$ cat src/ipfnb_pkg.sv
// Shared constants and types of the in-place four-neighbour blur core.
package ipfnb_pkg;

  localparam int MaxWidthDef  = 1024;
  localparam int MaxHeightDef = 1024;
  localparam int ResetDim     = 1024;
  localparam int DimMin       = 3;

  localparam int PixW     = 8;
  localparam int CfgDataW = 11;
  localparam int CfgIdxW  = 8;

  localparam logic [CfgIdxW-1:0] CfgLineWidth   = CfgIdxW'(0);
  localparam logic [CfgIdxW-1:0] CfgFrameHeight = CfgIdxW'(1);

  typedef struct packed {
    logic prod;  // primed: transaction yields a result
    logic pass;  // first or last row of a frame, pixel passes raw
    logic last;  // last pixel of a frame
  } item_t;

endpackage

$ cat src/ipfnb_seq.sv
// Configuration registers and raster position counters of the blur core.
module ipfnb_seq #(
  parameter int MaxWidth  = ipfnb_pkg::MaxWidthDef,
  parameter int MaxHeight = ipfnb_pkg::MaxHeightDef
) (
  input  logic                               clk_i,
  input  logic                               rst_ni,
  input  logic                               acc_i,
  input  logic                               cfg_valid_i,
  input  logic [ipfnb_pkg::CfgIdxW-1:0]      cfg_index_i,
  input  logic [ipfnb_pkg::CfgDataW-1:0]     cfg_data_i,
  output logic                               restart_o,
  output logic [$clog2(MaxWidth)-1:0]        col_o,
  output logic [$clog2(MaxWidth)-1:0]        ncol_o,
  output ipfnb_pkg::item_t                   item_o
);

  localparam int CntW  = $clog2(MaxWidth);
  localparam int RowW  = $clog2(MaxHeight);
  localparam int DimW  = $clog2(MaxWidth + 1);
  localparam int DimHW = $clog2(MaxHeight + 1);
  localparam int ResetW = (ipfnb_pkg::ResetDim > MaxWidth) ? MaxWidth : ipfnb_pkg::ResetDim;
  localparam int ResetH = (ipfnb_pkg::ResetDim > MaxHeight) ? MaxHeight : ipfnb_pkg::ResetDim;

  logic [DimW-1:0]  w_q, w_d;
  logic [DimHW-1:0] h_q, h_d;
  logic [CntW-1:0]  col_q, col_d;
  logic [RowW-1:0]  row_q, row_d;
  logic             primed_q, primed_d;
  logic             wr_w, wr_h, last_col, last_row;

  assign wr_w      = cfg_valid_i && (cfg_index_i == ipfnb_pkg::CfgLineWidth);
  assign wr_h      = cfg_valid_i && (cfg_index_i == ipfnb_pkg::CfgFrameHeight);
  assign restart_o = wr_w || wr_h;

  assign last_col = (DimW'(col_q) + DimW'(1)) == w_q;
  assign last_row = (DimHW'(row_q) + DimHW'(1)) == h_q;

  assign col_o       = col_q;
  assign ncol_o      = last_col ? '0 : col_q + CntW'(1);
  assign item_o.prod = primed_q;
  assign item_o.pass = (row_q == RowW'(0)) || (row_q == RowW'(1));
  assign item_o.last = (row_q == RowW'(0)) && last_col;

  always_comb begin
    w_d      = w_q;
    h_d      = h_q;
    col_d    = col_q;
    row_d    = row_q;
    primed_d = primed_q;
    if (wr_w) begin
      if (cfg_data_i < ipfnb_pkg::CfgDataW'(ipfnb_pkg::DimMin)) begin
        w_d = DimW'(ipfnb_pkg::DimMin);
      end else if (32'(cfg_data_i) > MaxWidth) begin
        w_d = DimW'(MaxWidth);
      end else begin
        w_d = DimW'(cfg_data_i);
      end
    end
    if (wr_h) begin
      if (cfg_data_i < ipfnb_pkg::CfgDataW'(ipfnb_pkg::DimMin)) begin
        h_d = DimHW'(ipfnb_pkg::DimMin);
      end else if (32'(cfg_data_i) > MaxHeight) begin
        h_d = DimHW'(MaxHeight);
      end else begin
        h_d = DimHW'(cfg_data_i);
      end
    end
    if (restart_o) begin
      col_d    = '0;
      row_d    = '0;
      primed_d = 1'b0;
    end else if (acc_i) begin
      if (last_col) begin
        col_d    = '0;
        primed_d = 1'b1;
        row_d    = last_row ? '0 : row_q + RowW'(1);
      end else begin
        col_d = col_q + CntW'(1);
      end
    end
  end

  always_ff @(posedge clk_i or negedge rst_ni) begin
    if (!rst_ni) begin
      w_q      <= DimW'(ResetW);
      h_q      <= DimHW'(ResetH);
      col_q    <= '0;
      row_q    <= '0;
      primed_q <= 1'b0;
    end else begin
      w_q      <= w_d;
      h_q      <= h_d;
      col_q    <= col_d;
      row_q    <= row_d;
      primed_q <= primed_d;
    end
  end

endmodule

$ cat config.mk
export PLATFORM = sky130hd
export DESIGN_NAME = ipfnb_seq
export DESIGN_NICKNAME = d
export VERILOG_FILES = /design/src/ipfnb_pkg.sv /design/src/ipfnb_seq.sv
export SDC_FILE = /design/constraint.sdc
export NUM_CORES = 1
export LEC_CHECK = 0
export BUFFER_PORTS_ARGS = -buffer_cell sky130_fd_sc_hd__buf_2
export CAP_MARGIN = 20
export CORE_MARGIN = 2
export CORE_UTILIZATION = 25
export CTS_CLUSTER_DIAMETER = 150
export DETAILED_ROUTE_END_ITERATION = 8
export HOLD_SLACK_MARGIN = 0.02
export PLACE_DENSITY = 0.46
export SYNTH_ARGS = -nofsm -noshare
export SYNTH_HDL_FRONTEND = slang
export SYNTH_SLANG_ARGS = --single-unit
$ cat constraint.sdc
create_clock -name clk_i -period 3.9 [get_ports clk_i]
set_clock_uncertainty 0.05 [all_clocks]
set_input_delay 0.585 -clock clk_i [delete_from_list [all_inputs] [get_ports clk_i]]
set_output_delay 0.585 -clock clk_i [all_outputs]
set_load 0.005 [all_outputs]
# ---- Word level (Yosys, flattened, before mapping)
# Cells that the tools add are included.
dict set report word_totals {
  word_cells 37
  in_bits 23
  out_inout_bits 24
  reg_bits 43
}
dict set report op_classes {
  n_lt_le_gt_ge 2
  n_addsub 4
  muxes 12
  reduce_logical 10
  n_eq_ne 4
}
# cell count
set ops {}
lappend ops {{$mux 10} 7}
lappend ops {{$add 10x1->11 const B} 2}
lappend ops {{$eq 11x11->1} 2}
lappend ops {{$mux 11} 2}
lappend ops {{$add 10x1->10 const B} 2}
lappend ops {{$gt 11x11->1 const B} 1}
lappend ops {{$lt 11x2->1 const B} 1}
lappend ops {{$eq 10x1->1 const B} 1}
lappend ops {{$logic_not 10->1} 1}
lappend ops {{$eq 8x1->1 const B} 1}
lappend ops {{$logic_not 8->1} 1}
lappend ops {{$reduce_bool 2->1} 2}
lappend ops {{$logic_and 1x1->1} 3}
lappend ops {{$mux 1} 3}
lappend ops {{$logic_or 1x1->1} 2}
lappend ops {{$reduce_and 2->1} 1}

# ---- Longest topological paths before layout
dict set report logic_depth {
  ltp_word 6
  mapped_depth 11
  ltp_nobuf 9
}

# ---- Least setup slack after synthesis
# Ideal clock, no wire load.
dict set report synth_timing {
  kind {reg-to-output}
  from {reg col_q[0] (netlist: col_o[0])}
  to {out ncol_o[3]}
  slack_ns 0.827
  stages_incl_launch_ff 11
  t_required_ns 3.265
  arrival_time_ns 2.438
  path_cell_list {dfrtp_1 ha_1 clkbuf_1 and3_1 a21oi_1 or4_1 o211a_2 nor4_4 buf_2 buf_2 nor2_1}
}
dict set report synth_between {
  elab_chain_len 3
  elab_cells_between_ends 4
  classes_between {add/sub (2); eq/ne (1); mux (1)}
}
# element line
set synth_lines {}
lappend synth_lines {{start, declared} ipfnb_seq.sv:27} ;# logic [CntW-1:0] col_q, col_d;
lappend synth_lines {{start signal, assigned} ipfnb_seq.sv:94} ;# col_q <= col_d;
lappend synth_lines {{$add 10x1->11} ipfnb_seq.sv:36} ;# assign last_col = (DimW'(col_q) + DimW'(1)) == w_q;
lappend synth_lines {{$eq 11x11->1} ipfnb_seq.sv:36}
lappend synth_lines {{$mux 10 *} ipfnb_seq.sv:40} ;# assign ncol_o = last_col ? '0 : col_q + CntW'(1);
lappend synth_lines {{end, declared} ipfnb_seq.sv:14} ;# output logic [$clog2(MaxWidth)-1:0] ncol_o,
# Mark *: on every way between the ends. The rest lies on a longest branch, timed or not.

# ---- Final worst setup path
dict set report layout_timing {
  from {reg col_q[0] (netlist: col_o[0])}
  to {out ncol_o[1]}
}
# Same word-level chain as after synthesis.

==> flow_summary.toml <==
[run_status]
run_status = "finished clean"

[final_layout]
drive_gt1_share_pct = 19.6
insertedDiodeCount = 0
footprint_of_the_multi_input_gates_um2 = 1680
fillers = 1228
finish.net_count = 408
syn2layout_area_growth_pct = 15.9
regArea_um2 = 1080
finalNonFillerCells = 525

[floorplan]
die_x_um = 113
core_area_um2 = 11500
start_util_pct = 25.8
die_ht_um = 113
number_of_top_level_pins = 47
num_rows = 39
die_area_um2 = 12700

[clocking]
cts.sinks = 43
htreeDepth = 2
cts-hold-fix-buffers = 0
clk_path_buf_depth = 2
path_clk_slew_ns = 0.06
cts_made_buffers = 5
post_cts.repair.setup_buffers = 0
worst_skew_pair.late_latency_ns = 0.29
cts-root-buf = "clkbuf_16"
postCtsResizedCells = 0
cts_tree = "done"

[synthesis]
ys.flop_type = "dfrtp_1"
synthesis.instances = 349
syn_nets = 376
async_flop_share_pct = 100
synth-edff-count = 0
yosysWarnings = 0
synth_cell_type_count = 58
yosys_register_bits = 43
syn-mean-instance-area_um2 = 8.48
synth_top_cells_by_area = "dfrtp_1 (35%), xnor2_1 (5.9%), nor2_1 (4.2%), nand2_1 (3.8%), o21ai_0 (3.7%)"
yosys.area.top_type = "dfrtp_1"
netlist_area_um2 = 2960
yosysTopAreaCellShare_pct = 34.7
seq_area_frac_synth_pct = 36.4

[placed_design]
hpwlAfterDp_mm = 6.15
place_inst = 516
number_of_buffers_added_on_ports = 46
gp_congestion = 0.868

[timing]
post-route-period-util_pct = 89.7
fmax_mhz = 286
timing_max_transition_violations_final = 0
layout_min_cycle_time_ns = 3.50
rsz0062_at_grt = "no"
final.setup.tns_ns = 0
max-slew-margin-rel_pct = 51.6
report.final.setup_viol = 0
finalHoldViolCount = 0
timing_worst_slew_pin_value_ns = 0.725

[drt]
first_iter_violations = 140
met2_wirelength_mm = 3.79
met3_wirelength_um = 449
drt-pass1-iter-count = 4
detail-route-antenna-nets = 0
wl_mm = 8.26
num_vias = 2620
via_per_inst = 4.99
drc = 0
route.top_layer_used = "met4"
met1_length_mm = 3.88
wl_per_cell_um = 15.7

[critical_path]
critPathArrivalTime_ns = 2.86
critical_path_peak_fanout = 20
rr_endpoint = "col_o[4]$_DFFE_PN0P_"
criticalPathCategory = "flop to primary output"
crit_required_ns = 3.26
worstReg2RegStart = "col_o[4]$_DFFE_PN0P_"
crit_end_element = "primary output"
ff2ff_setup_slack_ns = 0.80
ff2ff_path_depth = 9
critical_path.startpoint_type = "flop"

[power_and_ir_drop]
power_density_nw_per_um2 = 354
leakagePower_nw = 1.53
max-vdd-ir-drop_v = 0.000163

[grt]
number_of_antenna_violations_at_the_first_check_in_global_routing = 0
grt_pass1_wl_mm = 13.5
largest_net_degree_at_the_start_of_global_routing = 44
grt_pass1_vias = 2532
grt.total_usage_pct = 13.4
grt_remaining_overflow = 0

[run]
max_cap_violations = 0

[worst_hold_path]
min-delay-path-class = "input pin to asynchronous set/reset pin"
==> kinds of logic after synthesis <==
kind of cell / count (synthesis) / share of synthesized area, %
adder cells (fa/ha/maj): 4 / 1.69
XOR/XNOR: 25 / 7.40
buffers and inverters: 47 / 6.89
flip-flops: 43 / 36.4
AND/OR/NAND/NOR: 133 / 23.4
multiplexers: 15 / 5.29
AO/OA/AOI/OAI: 82 / 18.9
==> cell type report <==
type                    count  share of cell area, %
clock buffers               7                   3.87
clock inverters             1                  0.146
inverters                  21                   2.30
multi-input cells         259                   48.9
flip-flops and latches     43                   31.4
well taps                 143                   5.22
repair buffers             51                   8.17
==> per-stage QoR <==
| stage | setup WS [ns] | utilization (%) | power [mW] | area, µm² | hold slack (ns) |
|---|---|---|---|---|---|
| 2_1_floorplan | 0.827 | - | 0.697 | 2960 | 0.239 |
| 5_1_grt | 0.213 | 29.9 | 1.29 | 3430 | 0.139 |
| 4_1_cts | 0.382 | 29.7 | 1.23 | 3410 | 0.459 |
| 3_5_place_dp | 0.701 | 28.5 | 0.803 | 3270 | 0.443 |
| 3_3_place_gp | 0.742 | 28.5 | 0.799 | 3270 | 0.430 |
| 6_report | 0.402 | 29.9 | 1.21 | 3430 | 0.133 |
==> where the power goes <==
group / switching (mW) / internal (mW) / leakage (nW)
Combinational: 0.127 / 0.117 / 0.914
Sequential: 0.0718 / 0.479 / 0.546
Clock: 0.183 / 0.237 / 0.0679
Total: 0.381 / 0.834 / 1.53
==> registers in the layout, indices dropped and copies added, names as in the netlist <==
signal	cells
row_q	10
w_q	11
col_o	10
h_q	11
primed_q	1
==> critical path, cell delays in order, from the launching register on <==
cell	delay (ns)
dfrtp_1	0.47
ha_1	0.36
and3_1	0.22
a21oi_1	0.07
or4_1	0.46
o211a_2	0.15
nor4_4	0.31
buf_4	0.30
nor2b_1	0.09
buf_2	0.13
==> how the worst max path moves through the flow <==
stage | start | endpoint | slack (ns) | cells past startpoint
floorplan | col_o[0]$_DFFE_PN0P_ | ncol_o[3] | 0.83 | 10
global placement | col_o[0]$_DFFE_PN0P_ | ncol_o[2] | 0.74 | 9
detailed placement | col_o[0]$_DFFE_PN0P_ | ncol_o[1] | 0.70 | 9
CTS | col_o[0]$_DFFE_PN0P_ | ncol_o[1] | 0.38 | 9
global route | col_o[0]$_DFFE_PN0P_ | ncol_o[2] | 0.21 | 9
finish | col_o[0]$_DFFE_PN0P_ | ncol_o[1] | 0.40 | 9
==> Yosys cell counts (all sizes together), types with 2 or more instances <==
library cell / number
mux2i: 10
nor4: 12
nor2: 33
and4: 3
o2bb2ai: 2
o31ai: 5
nor3: 8
buf: 19
nand3: 16
or4: 2
o21bai: 4
dfstp: 2
a31oi: 4
o311ai: 2
ha: 4
mux2: 5
or2: 3
o211ai: 3
a21oi: 14
dfrtp: 41
o21ai: 24
xnor2: 20
nand2b: 10
or3: 2
and3: 4
a21o: 3
clkbuf: 7
o2bb2a: 3
inv: 21
xor2: 5
nand2: 31
a22oi: 9
nand4: 3
o211a: 2
==> layout by cell type (no fill, tap or decap), drive strengths merged, types with 3 or more instances in the layout <==
cell type / instances
a22oi: 9
xor2: 5
nor3: 8
and3: 4
o2bb2a: 3
inv: 21
o21bai: 4
dfrtp: 41
nor2: 33
mux2i: 10
o211ai: 3
a31oi: 4
nand2: 31
clkbuf: 7
or2: 3
o21ai: 24
xnor2: 20
a21oi: 14
o31ai: 5
nor4: 12
a21o: 3
buf: 51
and4: 3
nand3: 16
mux2: 5
nand4: 3
nand2b: 10
ha: 4
==> layer usage <==
metal	track usage (%)	vias up
li1	-	1296
met1	18.2	1243
met2	21.0	70
met3	2.73	11
met4	5.04	0
met5	0	-
Power figures use the tool's default switching activity.
