==> src/ipfnb_pkg.sv <==
// Shared constants and types of the in-place four-neighbour blur core.
package ipfnb_pkg;

  localparam int MaxWidthDef  = 1024;
  localparam int MaxHeightDef = 1024;
  localparam int ResetDim     = 1024;
  localparam int DimMin       = 3;

  localparam int PixW     = 8;
  localparam int CfgDataW = 11;
  localparam int CfgIdxW  = 8;

  localparam logic [CfgIdxW-1:0] CfgLineWidth   = CfgIdxW'(0);
  localparam logic [CfgIdxW-1:0] CfgFrameHeight = CfgIdxW'(1);

  typedef struct packed {
    logic prod;  // primed: transaction yields a result
    logic pass;  // first or last row of a frame, pixel passes raw
    logic last;  // last pixel of a frame
  } item_t;

endpackage

==> src/ipfnb_out.sv <==
// Read-data stage, neighbour sum and output register of the blur core.
module ipfnb_out #(
  parameter int CntW = 10
) (
  input  logic                       clk_i,
  input  logic                       rst_ni,
  input  logic                       acc_i,
  input  logic                       restart_i,
  input  ipfnb_pkg::item_t           item_i,
  input  logic [CntW-1:0]            col_i,
  input  logic [ipfnb_pkg::PixW-1:0] pix_i,
  input  logic [ipfnb_pkg::PixW-1:0] raw_rd_i,
  input  logic [ipfnb_pkg::PixW-1:0] blur_rd_i,
  output logic                       free_o,
  output logic                       blur_we_o,
  output logic [CntW-1:0]            blur_waddr_o,
  output logic [ipfnb_pkg::PixW-1:0] blur_wdata_o,
  output logic                       out_valid_o,
  input  logic                       out_ready_i,
  output logic [ipfnb_pkg::PixW-1:0] pixel_o,
  output logic                       last_o
);

  localparam int PixW = ipfnb_pkg::PixW;

  logic              s1_valid_q;
  ipfnb_pkg::item_t  s1_item_q;
  logic [CntW-1:0]   s1_col_q;
  logic [PixW-1:0]   s1_pix_q;
  logic [PixW-1:0]   abv_q, prev_q, pixel_q;
  logic              out_valid_q, last_q;
  logic              adv;
  logic [PixW+1:0]   sum;
  logic [PixW-1:0]   result;

  assign adv    = s1_valid_q && (!s1_item_q.prod || !out_valid_q || out_ready_i);
  assign free_o = !s1_valid_q || adv;

  assign sum = {2'b00, raw_rd_i} + {2'b00, prev_q} + {2'b00, blur_rd_i} + {2'b00, s1_pix_q};
  assign result = s1_item_q.pass ? abv_q : sum[PixW+1:2];

  assign blur_we_o    = adv && s1_item_q.prod;
  assign blur_waddr_o = s1_col_q;
  assign blur_wdata_o = result;

  assign out_valid_o = out_valid_q;
  assign pixel_o     = pixel_q;
  assign last_o      = last_q;

  always_ff @(posedge clk_i or negedge rst_ni) begin
    if (!rst_ni) begin
      s1_valid_q  <= 1'b0;
      out_valid_q <= 1'b0;
      prev_q      <= '0;
    end else begin
      if (acc_i) begin
        s1_valid_q <= 1'b1;
      end else if (adv) begin
        s1_valid_q <= 1'b0;
      end
      if (adv && s1_item_q.prod) begin
        out_valid_q <= 1'b1;
      end else if (out_ready_i) begin
        out_valid_q <= 1'b0;
      end
      if (restart_i) begin
        prev_q <= '0;
      end else if (adv && s1_item_q.prod) begin
        prev_q <= result;
      end
    end
  end

  // raw read data of one transaction is the pixel above the next one
  always_ff @(posedge clk_i) begin
    if (acc_i) begin
      s1_item_q <= item_i;
      s1_col_q  <= col_i;
      s1_pix_q  <= pix_i;
    end
    if (adv) begin
      abv_q <= raw_rd_i;
    end
    if (adv && s1_item_q.prod) begin
      pixel_q <= result;
      last_q  <= s1_item_q.last;
    end
  end

endmodule

==> config.mk <==
export PLATFORM = sky130hd
export DESIGN_NAME = ipfnb_out
export DESIGN_NICKNAME = d
export VERILOG_FILES = /design/src/ipfnb_pkg.sv /design/src/ipfnb_out.sv
export SDC_FILE = /design/constraint.sdc
export NUM_CORES = 1
export LEC_CHECK = 0
export BUFFER_PORTS_ARGS = -buffer_cell sky130_fd_sc_hd__buf_2
export CAP_MARGIN = 20
export CORE_MARGIN = 3
export CORE_UTILIZATION = 30
export CTS_CLUSTER_DIAMETER = 200
export DETAILED_ROUTE_END_ITERATION = 7
export GPL_ROUTABILITY_DRIVEN = 0
export HOLD_SLACK_MARGIN = 0.02
export SYNTH_ARGS = -nofsm -noshare
export SYNTH_HDL_FRONTEND = slang
export SYNTH_SLANG_ARGS = --single-unit
==> constraint.sdc <==
create_clock -name clk_i -period 7.82 [get_ports clk_i]
set_clock_uncertainty 0.15 [all_clocks]
set_input_delay 1.173 -clock clk_i [delete_from_list [all_inputs] [get_ports clk_i]]
set_output_delay 1.173 -clock clk_i [all_outputs]
set_load 0.005 [all_outputs]
Word level (Yosys, flattened, before mapping)
Index checks and enable logic that the tools add are counted.

Register bits after elaboration: 48. Input port bits: 42. Logic and storage cells: 32. Output and inout port bits: 30.

Reduce and logical (&&, ||, !) cells: 11. Muxes and demuxes: 7. Add/subtract/negate cells: 3.

Operator list (count): two-way mux 8 bit (3); adder 10 x 8 -> 10 bit (1); adder 9 x 8 -> 10 bit (1); adder 8 x 8 -> 9 bit (1); nonzero test 2 bit (3); two-way mux 1 bit (4); zero test 1 bit (3); logical OR 1 bit (3); logical AND 1 bit (2).

Logic depth before layout (Yosys ltp)
Gate-level depths: netlist of the first run.

Depth after elaboration: 7. Depth in mapped cells: 12. Mapped depth without buffers: 12.

Least setup slack after synthesis of the first run
OpenSTA, ideal clock, no wires.

Kind: input-to-output. Start: input port raw_rd_i[1] (netlist name). End: output port blur_wdata_o[7] (netlist name). Data required time: 6.497 ns. Stages: 12. Path buffers: 0. Slack: 2.775 ns. Data arrival time: 3.722 ns. Path through: inv_1 > fa_1 > inv_1 > fa_1 > nand2_1 > nor2_1 > fa_1 > a21o_1 > a221oi_2 > and2b_1 > o211ai_1 > nand2_1.

Cells in the longest elaborated chain, start to end: 4.

RTL lines: start: declaration (line ipfnb_out.sv:12) `input logic [ipfnb_pkg::PixW-1:0] raw_rd_i,`; adder 8 x 8 -> 9 bit (line ipfnb_out.sv:39) `assign sum = {2'b00, raw_rd_i} + {2'b00, prev_q} + {2'b00, blur_rd_i} + {2'b00, s1_pix_q};`; adder 9 x 8 -> 10 bit (line ipfnb_out.sv:39); adder 10 x 8 -> 10 bit (line ipfnb_out.sv:39); two-way mux 8 bit (line ipfnb_out.sv:40) `assign result = s1_item_q.pass ? abv_q : sum[PixW+1:2];`; end: declaration (line ipfnb_out.sv:17) `output logic [ipfnb_pkg::PixW-1:0] blur_wdata_o,`.

No other way between the ends.

Worst setup path in the final report of the first run
Ends and elaborated chain as after synthesis.

==> results of run 1 <==
power by group through the flow:
stage	Clock, W	Combinational, W	Sequential (W)
after floorplan	0	0.000170	0.000320
after global placement	0	0.000246	0.000321
after detailed placement	0	0.000252	0.000321
after CTS	0.000194	0.000253	0.000316
after global routing	0.000206	0.000285	0.000318
final	0.000187	0.000250	0.000315
through the flow:
stage	hold WS [ns]	instance area, um2	util	setup slack [ns]	total power (W)
3_3_place_gp	0.251	2960	0.377	2.44	0.000567
2_1_floorplan	0.250	2470	-	2.77	0.000490
3_5_place_dp	0.258	2960	0.377	2.38	0.000573
5_1_grt	0.314	3070	0.392	2.19	0.000810
6_report	0.281	3070	0.392	2.39	0.000752
4_1_cts	0.280	3070	0.392	2.38	0.000763
final timing paths:
path,startpoint,to,slack [ns],depth (start not counted)
min reg2reg,s1_item_q[0]$_DFFE_PP_,last_o$_DFFE_PP_,0.28,0
min,s1_item_q[0]$_DFFE_PP_,last_o$_DFFE_PP_,0.28,0
max reg2reg,s1_pix_q[1]$_DFFE_PP_,prev_q[5]$_DFFE_PN0P_,4.37,12
min in group asynchronous,rst_ni,prev_q[1]$_DFFE_PN0P_,0.57,1
max in group asynchronous,rst_ni,prev_q[6]$_DFFE_PN0P_,6.72,1
max,raw_rd_i[1],blur_wdata_o[7],2.39,14
flip-flops by register name (all words and copies together), names as in the netlist:
register	cells
pixel_o	8
last_o	1
out_valid_o	1
s1_item_q	3
s1_valid_q	1
blur_waddr_o	10
prev_q	8
abv_q	8
s1_pix_q	8
final cells by class:
type                       count  area, um2
clock buffer                   6       82.6
clock inverter                 2       33.8
fill                         796       4770
inverter                      47        176
multi-input combinational     99        892
sequential                    48       1390
tap                          102        128
timing repair buffer          73        370
cell usage after synthesis, drive strengths merged:
cell	count	share of area
nor4	1	0.0025
o21ai	11	0.022
edfxtp	38	0.46
and2b	1	0.0030
nor3	2	0.0041
a221oi	2	0.0096
inv	47	0.071
o2111a	1	0.0046
mux2	1	0.0046
nand3	1	0.0020
xnor2	4	0.014
nor2	8	0.012
a21boi	1	0.0030
a21oi	5	0.010
clkbuf	3	0.0046
a31oi	1	0.0025
o211ai	1	0.0030
o311a	2	0.0081
a41oi	1	0.0035
nor3b	3	0.0091
a211oi	1	0.0030
dfrtp	10	0.10
o2111ai	1	0.0035
xor2	1	0.0035
and3	1	0.0025
a311oi	1	0.0035
nand2	12	0.018
a21o	3	0.0091
nand2b	4	0.010
ha	7	0.035
mux2i	1	0.0041
or3	1	0.0025
a2111oi	1	0.0035
fa	16	0.13
o31ai	1	0.0086
nor2b	2	0.0051
cell families after synthesis:
family                   Yosys count  share of synthesized area
buffers and inverters             50                     0.0759
AO/OA/AOI/OAI                     33                     0.0982
flip-flops                        48                      0.563
XOR/XNOR                           5                     0.0177
adder cells (fa/ha/maj)           23                      0.165
AND/OR/NAND/NOR                   36                     0.0714
multiplexers                       2                    0.00861
layer usage:
layer,vias to the layer above,GRT usage
li1,809,-
met1,811,0.152
met2,61,0.180
met3,5,0.0360
met4,0,0.0324
met5,-,0
worst reg2reg max path, cell delays in order (launching register included):
cell and delay, ns:
edfxtp_1 0.34, inv_1 0.05, fa_1 0.48, inv_1 0.05, fa_1 0.44, nand2_1 0.14, nor2_1 0.08, fa_1 0.40
a21o_1 0.21, a221oi_2 0.30, xor2_1 0.17, o21ai_1 0.11, o311a_1 0.41
==> impl_metrics.json, run 1 <==
{
  "clk_latency_ns": 0.31,
  "avgViaCountPerCell": 4.47,
  "path_buf_inv": 4,
  "fin_nets": 339,
  "wl_met3_um": 322,
  "gr-usage-all-layers": 0.114,
  "drtIter0Drc": 34,
  "cts_max_level": 2,
  "slew_viol_final": 0,
  "root_buffer": "clkbuf_8",
  "combinationalPowerShare": 0.332,
  "hpwl_um": 4000,
  "avgRoutedWirePerCell_um": 13.4,
  "path_clk_slew_ns": 0.09,
  "num_rows": 32,
  "pwr-share-seq": 0.419,
  "start_util": 0.315,
  "required_ns": 6.50,
  "fin_crit_sh": 0.694,
  "grt_first_pass_wirelength_um": 8580,
  "p_per_area_nw_per_um2": 245,
  "syn-num-nets": 262,
  "drc": 0,
  "clock_power_share": 0.249,
  "max_cap_viol_count": 0,
  "setup_violations": 0,
  "cp_max_fo": 3,
  "dr.pass1.iters": 4,
  "die_h_um": 96.8,
  "p_sw_w": 0.000232,
  "drive_above_1_share": 0.302,
  "yosysSeqAreaShare": 0.563,
  "grt_overflow_total": 0,
  "area_growth_pct": 24.4,
  "finalCriticalPeriod_ns": 5.43,
  "fin_tns_setup_ns": 0,
  "cts_buffers": 5,
  "dieWidth_um": 96.8,
  "final-instance-count-excl-fill": 377,
  "post_cts_buffers": 0,
  "leakage_nw": 1.43,
  "path_cells": "buf_2 -> inv_1 -> fa_1 -> inv_1 -> fa_1 -> nand2_1 -> nor2_1 -> fa_1 -> a21o_1 -> a221oi_2 -> and2b_1 -> o211ai_1 -> nand2_1 -> buf_2",
  "grt_pass1_vias": 1746,
  "cts_tree": "yes",
  "synth_cell_type_count": 38,
  "core_area_um2": 7850,
  "clock_sinks": 48,
  "final_common_cell": "buf_2",
  "die_area_um2": 9360,
  "netlist_instances": 197,
  "crit_arrival_ns": 4.10,
  "place_inst": 369,
  "io_pins": 72,
  "p_int_w": 0.000520,
  "met2_length_um": 2360,
  "hold_viol_final": 0,
  "wirelength_um": 5050,
  "ys_seq_elements": 48,
  "cts_buffer_depth": 2,
  "ant_nets": 0,
  "grt_start_max_net_pins": 23,
  "num_antenna_cells": 0,
  "hold_path_class": "flip-flop to flip-flop",
  "cts_resized": 0,
  "slowest_delay_ns": 0.53,
  "syn_area_um2": 2470,
  "worst-setup-path-type": "input port to output port",
  "dr_total_vias": 1686,
  "antenna_found_initial": 0,
  "startpoint_type": "input port",
  "status": "finished clean",
  "io_buffer_count": 71,
  "ys_warn_count": 0,
  "slowest_stage": "fa_1",
  "syn_avg_cell_area_um2": 12.5,
  "cp_common_cell": "fa_1",
  "fmax_mhz": 184,
  "rsz0062_at_grt": "no",
  "crit_path_end_kind": "output port",
  "relSlewSlack": 0.557,
  "routed.top_layer": "met4",
  "hold_buffers": 0,
  "crit_family": "adder cells",
  "peakVddDrop_mv": 0.0687,
  "mostFrequentLayoutCells": "buf_2, inv_1, edfxtp_1, fa_1, nand2_1",
  "sw_frac_of_total": 0.308,
  "wl_met1_um": 2310,
  "tightest_slew_ns": 0.664
}
Note: power is estimated with default switching activity, not from simulation.
==> run 2: changes to the inputs <==
Clock period 7.82 ns to 5.1 ns, I/O delays scaled along.
==> run 2 against run 1 <==
Net effect: global-route usage up 0.13 points; via count down 0.47%; flip-flop and latch count unchanged; worst hold slack worse by 0.11 ns; largest power group unchanged; critical endpoint unchanged; sequential power up 54%; wire length down 0.34%; final cell count up 0.27%; count of clock-buffer cells in the layout unchanged.
==> impl_metrics.json, run 2 (same netlist as run 1, synthesis figures left out) <==
{
  "finalCriticalPeriod_ns": 4.57,
  "mostFrequentLayoutCells": "buf_2, inv_1, edfxtp_1, fa_1, nand2_1",
  "slew_viol_final": 0,
  "fmax_mhz": 219,
  "power_w": 0.00116,
  "num_rows": 32,
  "grt_first_pass_wirelength_um": 8720,
  "antenna_found_initial": 0,
  "cp.depth": 14,
  "hold_buffers": 0,
  "seq_area_um2": 1390,
  "die_h_um": 96.8,
  "avgRoutedWirePerCell_um": 13.3,
  "grt_start_max_net_pins": 23,
  "path_clk_slew_ns": 0.09,
  "setup_violations": 0,
  "dr.pass1.iters": 4,
  "drc": 0,
  "dieWidth_um": 96.8,
  "multiInputGateArea_um2": 892,
  "gr-usage-all-layers": 0.116,
  "clock_power_share": 0.249,
  "cts_max_level": 2,
  "fin_crit_sh": 0.896,
  "wirelength_um": 5040,
  "clock_sinks": 48,
  "max_cap_viol_count": 0,
  "crit_arrival_ns": 3.65,
  "largest_register_ffs": 10,
  "fin_tns_setup_ns": 0,
  "pwr-share-seq": 0.417,
  "path_buf_inv": 4,
  "p_sw_w": 0.000358,
  "final_core_util": 0.393,
  "cts_tree": "yes",
  "p_per_area_nw_per_um2": 376,
  "post_cts_buffers": 0,
  "crit_family": "adder cells",
  "num_antenna_cells": 0,
  "io_pins": 72,
  "root_buffer": "clkbuf_8",
  "die_area_um2": 9360,
  "tightest_slew_ns": 0.644,
  "clk_latency_ns": 0.30,
  "placed_area_um2": 2970,
  "p_int_w": 0.000801,
  "combinationalPowerShare": 0.334,
  "rsz0062_at_grt": "no",
  "cts_buffer_depth": 2,
  "grt_pass1_vias": 1770,
  "fillCellCount": 807,
  "area_growth_pct": 24.7,
  "start_util": 0.315,
  "startpoint_type": "input port",
  "hold_slack_ns": 0.168,
  "hold_path_class": "input port to async pin",
  "peakVddDrop_mv": 0.111,
  "fin_nets": 340,
  "slowest_stage": "fa_1",
  "avgViaCountPerCell": 4.44,
  "r2r_cells": 12,
  "io_buffer_count": 71,
  "hpwl_um": 3990,
  "drtIter0Drc": 51,
  "cp_max_fo": 3,
  "required_ns": 4.18,
  "cp_common_cell": "fa_1",
  "cts_buffers": 5,
  "grt_overflow_total": 0,
  "final_area_um2": 3080,
  "status": "finished clean",
  "hold_viol_final": 0,
  "leakage_nw": 1.44,
  "core_area_um2": 7850,
  "sw_frac_of_total": 0.309,
  "slowest_delay_ns": 0.53,
  "cts_resized": 0,
  "final_common_cell": "buf_2",
  "worst-setup-path-type": "input port to output port",
  "ant_nets": 0,
  "relSlewSlack": 0.566,
  "drive_above_1_share": 0.304,
  "path_cells": "buf_2 -> inv_1 -> fa_1 -> inv_1 -> fa_1 -> nand2_1 -> nor2_1 -> fa_1 -> a21o_1 -> a221oi_2 -> and2b_1 -> o211ai_1 -> nand2_1 -> buf_2",
  "dr_total_vias": 1678,
  "crit_path_end_kind": "output port"
}
-- run 2: cell types whose count changed in the layout (fill, tap and decap cells not counted) --
cell and delta:
buf_4 +1
-- run 2: path summary, 6_finish.rpt --
check | from | to | slack [ns]
worst min-delay path | rst_ni | prev_q[1]$_DFFE_PN0P_ | 0.17
worst min register to register | s1_item_q[0]$_DFFE_PP_ | last_o$_DFFE_PP_ | 0.28
min in group clk_i | s1_item_q[0]$_DFFE_PP_ | last_o$_DFFE_PP_ | 0.28
worst max register to register | s1_pix_q[1]$_DFFE_PP_ | prev_q[5]$_DFFE_PN0P_ | 1.68
worst max-delay path | raw_rd_i[1] | blur_wdata_o[7] | 0.53
max in group asynchronous | rst_ni | out_valid_o$_DFFE_PN0P_ | 4.41
-- run 2: power groups by stage --
stage | logic (W) | clock network (W) | registers, W
floorplan | 0.000260 | 0 | 0.000491
global placement | 0.000382 | 0 | 0.000492
detailed placement | 0.000392 | 0 | 0.000493
CTS | 0.000393 | 0.000300 | 0.000484
global route | 0.000448 | 0.000317 | 0.000489
finish | 0.000387 | 0.000289 | 0.000484
-- run 2: cell type report --
type                    instances  area share
clock inverters                 2      0.0110
flip-flops and latches         48       0.451
inverters                      47      0.0572
clock buffers                   6      0.0268
multi-input cells              99       0.289
well taps                     102      0.0414
repair buffers                 74       0.123
-- run 2: worst register-to-register path, stage by stage, from the launching register on --
cell and delay [ns]:
edfxtp_1 0.37, inv_1 0.08, fa_1 0.40, inv_1 0.09, fa_1 0.41, nand2_1 0.13
nor2_1 0.07, fa_1 0.40, a21o_1 0.21, a221oi_2 0.29, xor2_1 0.18, o21ai_1 0.12
o311a_1 0.40
-- run 2: metal layers --
layer,vias to the layer above,track usage,share of wire
met2,56,0.176,0.46
met3,7,0.0360,0.066
met5,-,0,0
li1,815,-,-
met1,800,0.157,0.45
met4,0,0.0389,0.016
-- run 2: per-stage QoR --
step	cells	setup slack [ns]
final	378	0.532
after global routing	378	0.315
after CTS	378	0.506
after detailed placement	370	0.515
after global placement	370	0.531
after floorplan	197	0.871
==> run 3: changes to the inputs <==
Clock period 5.1 ns to 5.5 ns, I/O delays scaled along.
==> run 3 against run 2 <==
Net effect: sequential share of layout area rose by 0.11 points; register-to-register slack improved by 0.40 ns; worst hold slack improved by 0.052 ns; highest routed layer unchanged; sequential power is 7.4% lower; cell area decreased by 0.24%; first-iteration DRC count is 35% lower.
==> impl_metrics.json, run 3 (same netlist as run 1, synthesis figures left out) <==
{
  "crit_arrival_ns": 3.74,
  "rsz0062_at_grt": "no",
  "grt_overflow_total": 0,
  "clock_sinks": 48,
  "hold_buffers": 0,
  "antenna_found_initial": 0,
  "fin_nets": 339,
  "die_h_um": 96.8,
  "max_cap_viol_count": 0,
  "num_rows": 32,
  "wirelength_um": 5080,
  "slowest_delay_ns": 0.53,
  "hpwl_um": 4000,
  "power_w": 0.00107,
  "slew_viol_final": 0,
  "mostFrequentLayoutCells": "buf_2, inv_1, edfxtp_1, fa_1, nand2_1",
  "slowest_stage": "fa_1",
  "finalCriticalPeriod_ns": 4.72,
  "required_ns": 4.53,
  "hold_slack_ns": 0.220,
  "relSlewSlack": 0.574,
  "fmax_mhz": 212,
  "path_clk_slew_ns": 0.09,
  "post_cts_buffers": 0,
  "status": "finished clean",
  "crit_path_end_kind": "output port",
  "path_cells": "buf_2 -> inv_1 -> fa_1 -> inv_1 -> fa_1 -> nand2_1 -> nor2_1 -> fa_1 -> a21o_1 -> a221oi_2 -> and2b_1 -> o211ai_1 -> nand2_1 -> buf_2",
  "num_antenna_cells": 0,
  "critical_path.startpoint": "raw_rd_i[1]",
  "start_util": 0.315,
  "peakVddDrop_mv": 0.102,
  "place_inst": 369,
  "seq_area_um2": 1390,
  "cts_buffers": 5,
  "grt_start_max_net_pins": 23,
  "io_pins": 72,
  "die_area_um2": 9360,
  "leakage_nw": 1.43,
  "drtIter0Drc": 33,
  "cp_common_cell": "fa_1",
  "tightest_slew_ns": 0.638,
  "grt_first_pass_wirelength_um": 8680,
  "fillCellCount": 804,
  "fin_tns_setup_ns": 0,
  "setup_violations": 0,
  "r2r_cells": 12,
  "startpoint_type": "input port",
  "io_buffer_count": 71,
  "worst-setup-path-type": "input port to output port",
  "crit_family": "adder cells",
  "area_growth_pct": 24.4,
  "clk_latency_ns": 0.31,
  "dr_total_vias": 1681,
  "p_per_area_nw_per_um2": 348,
  "core_area_um2": 7850,
  "final_common_cell": "buf_2",
  "cts_resized": 0,
  "hold_viol_final": 0,
  "dieWidth_um": 96.8,
  "avgViaCountPerCell": 4.46,
  "largest_register_ffs": 10,
  "cts_max_level": 2,
  "fin_crit_sh": 0.857,
  "hold_path_class": "input port to async pin",
  "rr_startpoint": "s1_pix_q[1]$_DFFE_PP_",
  "gr-usage-all-layers": 0.115,
  "path_buf_inv": 4,
  "cts_tree": "yes",
  "ant_nets": 0,
  "grt_pass1_vias": 1735,
  "final-instance-count-excl-fill": 377,
  "drive_above_1_share": 0.302,
  "drc": 0,
  "reg2reg_slack_ns": 2.08,
  "multiInputGateArea_um2": 892,
  "cp_max_fo": 3,
  "rr_endpoint": "prev_q[5]$_DFFE_PN0P_",
  "final_core_util": 0.392,
  "root_buffer": "clkbuf_8",
  "cts_buffer_depth": 2,
  "dr.pass1.iters": 4,
  "avgRoutedWirePerCell_um": 13.5
}
[run 3: worst max path at each step]
| stage | end | slack, ns | cells after the start |
|---|---|---|---|
| floorplan | blur_wdata_o[7] | 1.15 | 12 |
| global placement | blur_wdata_o[7] | 0.81 | 14 |
| detailed placement | blur_wdata_o[7] | 0.77 | 14 |
| CTS | blur_wdata_o[7] | 0.76 | 14 |
| global route | blur_wdata_o[7] | 0.58 | 14 |
| finish | blur_wdata_o[7] | 0.78 | 14 |
[run 3: per-stage QoR]
step	worst slack [ns]	cell area, um2
floorplan	1.15	2470
CTS	0.762	3070
finish	0.785	3070
detailed placement	0.767	2960
global route	0.578	3070
global placement	0.811	2960
[run 3: where the power goes]
group | internal (W) | switching [W] | total (W)
Sequential | 0.000436 | 0.0000124 | 0.000448
Clock | 0.000147 | 0.000122 | 0.000268
Combinational | 0.000157 | 0.000197 | 0.000353
Total | 0.000739 | 0.000331 | 0.00107
[run 3: final cells by class]
| class | count | share of cell area |
|---|---|---|
| inverter | 47 | 0.0574 |
| timing repair buffer | 73 | 0.120 |
| sequential | 48 | 0.453 |
| clock buffer | 6 | 0.0269 |
| tap | 102 | 0.0415 |
| clock inverter | 2 | 0.0110 |
| multi-input combinational | 99 | 0.290 |
[run 3: metal layers]
metal	vias up	track usage	wire, um
li1	810	-	-
met1	813	0.153	2330
met2	50	0.181	2380
met3	8	0.0360	310
met4	0	0.0356	65
met5	-	0	0
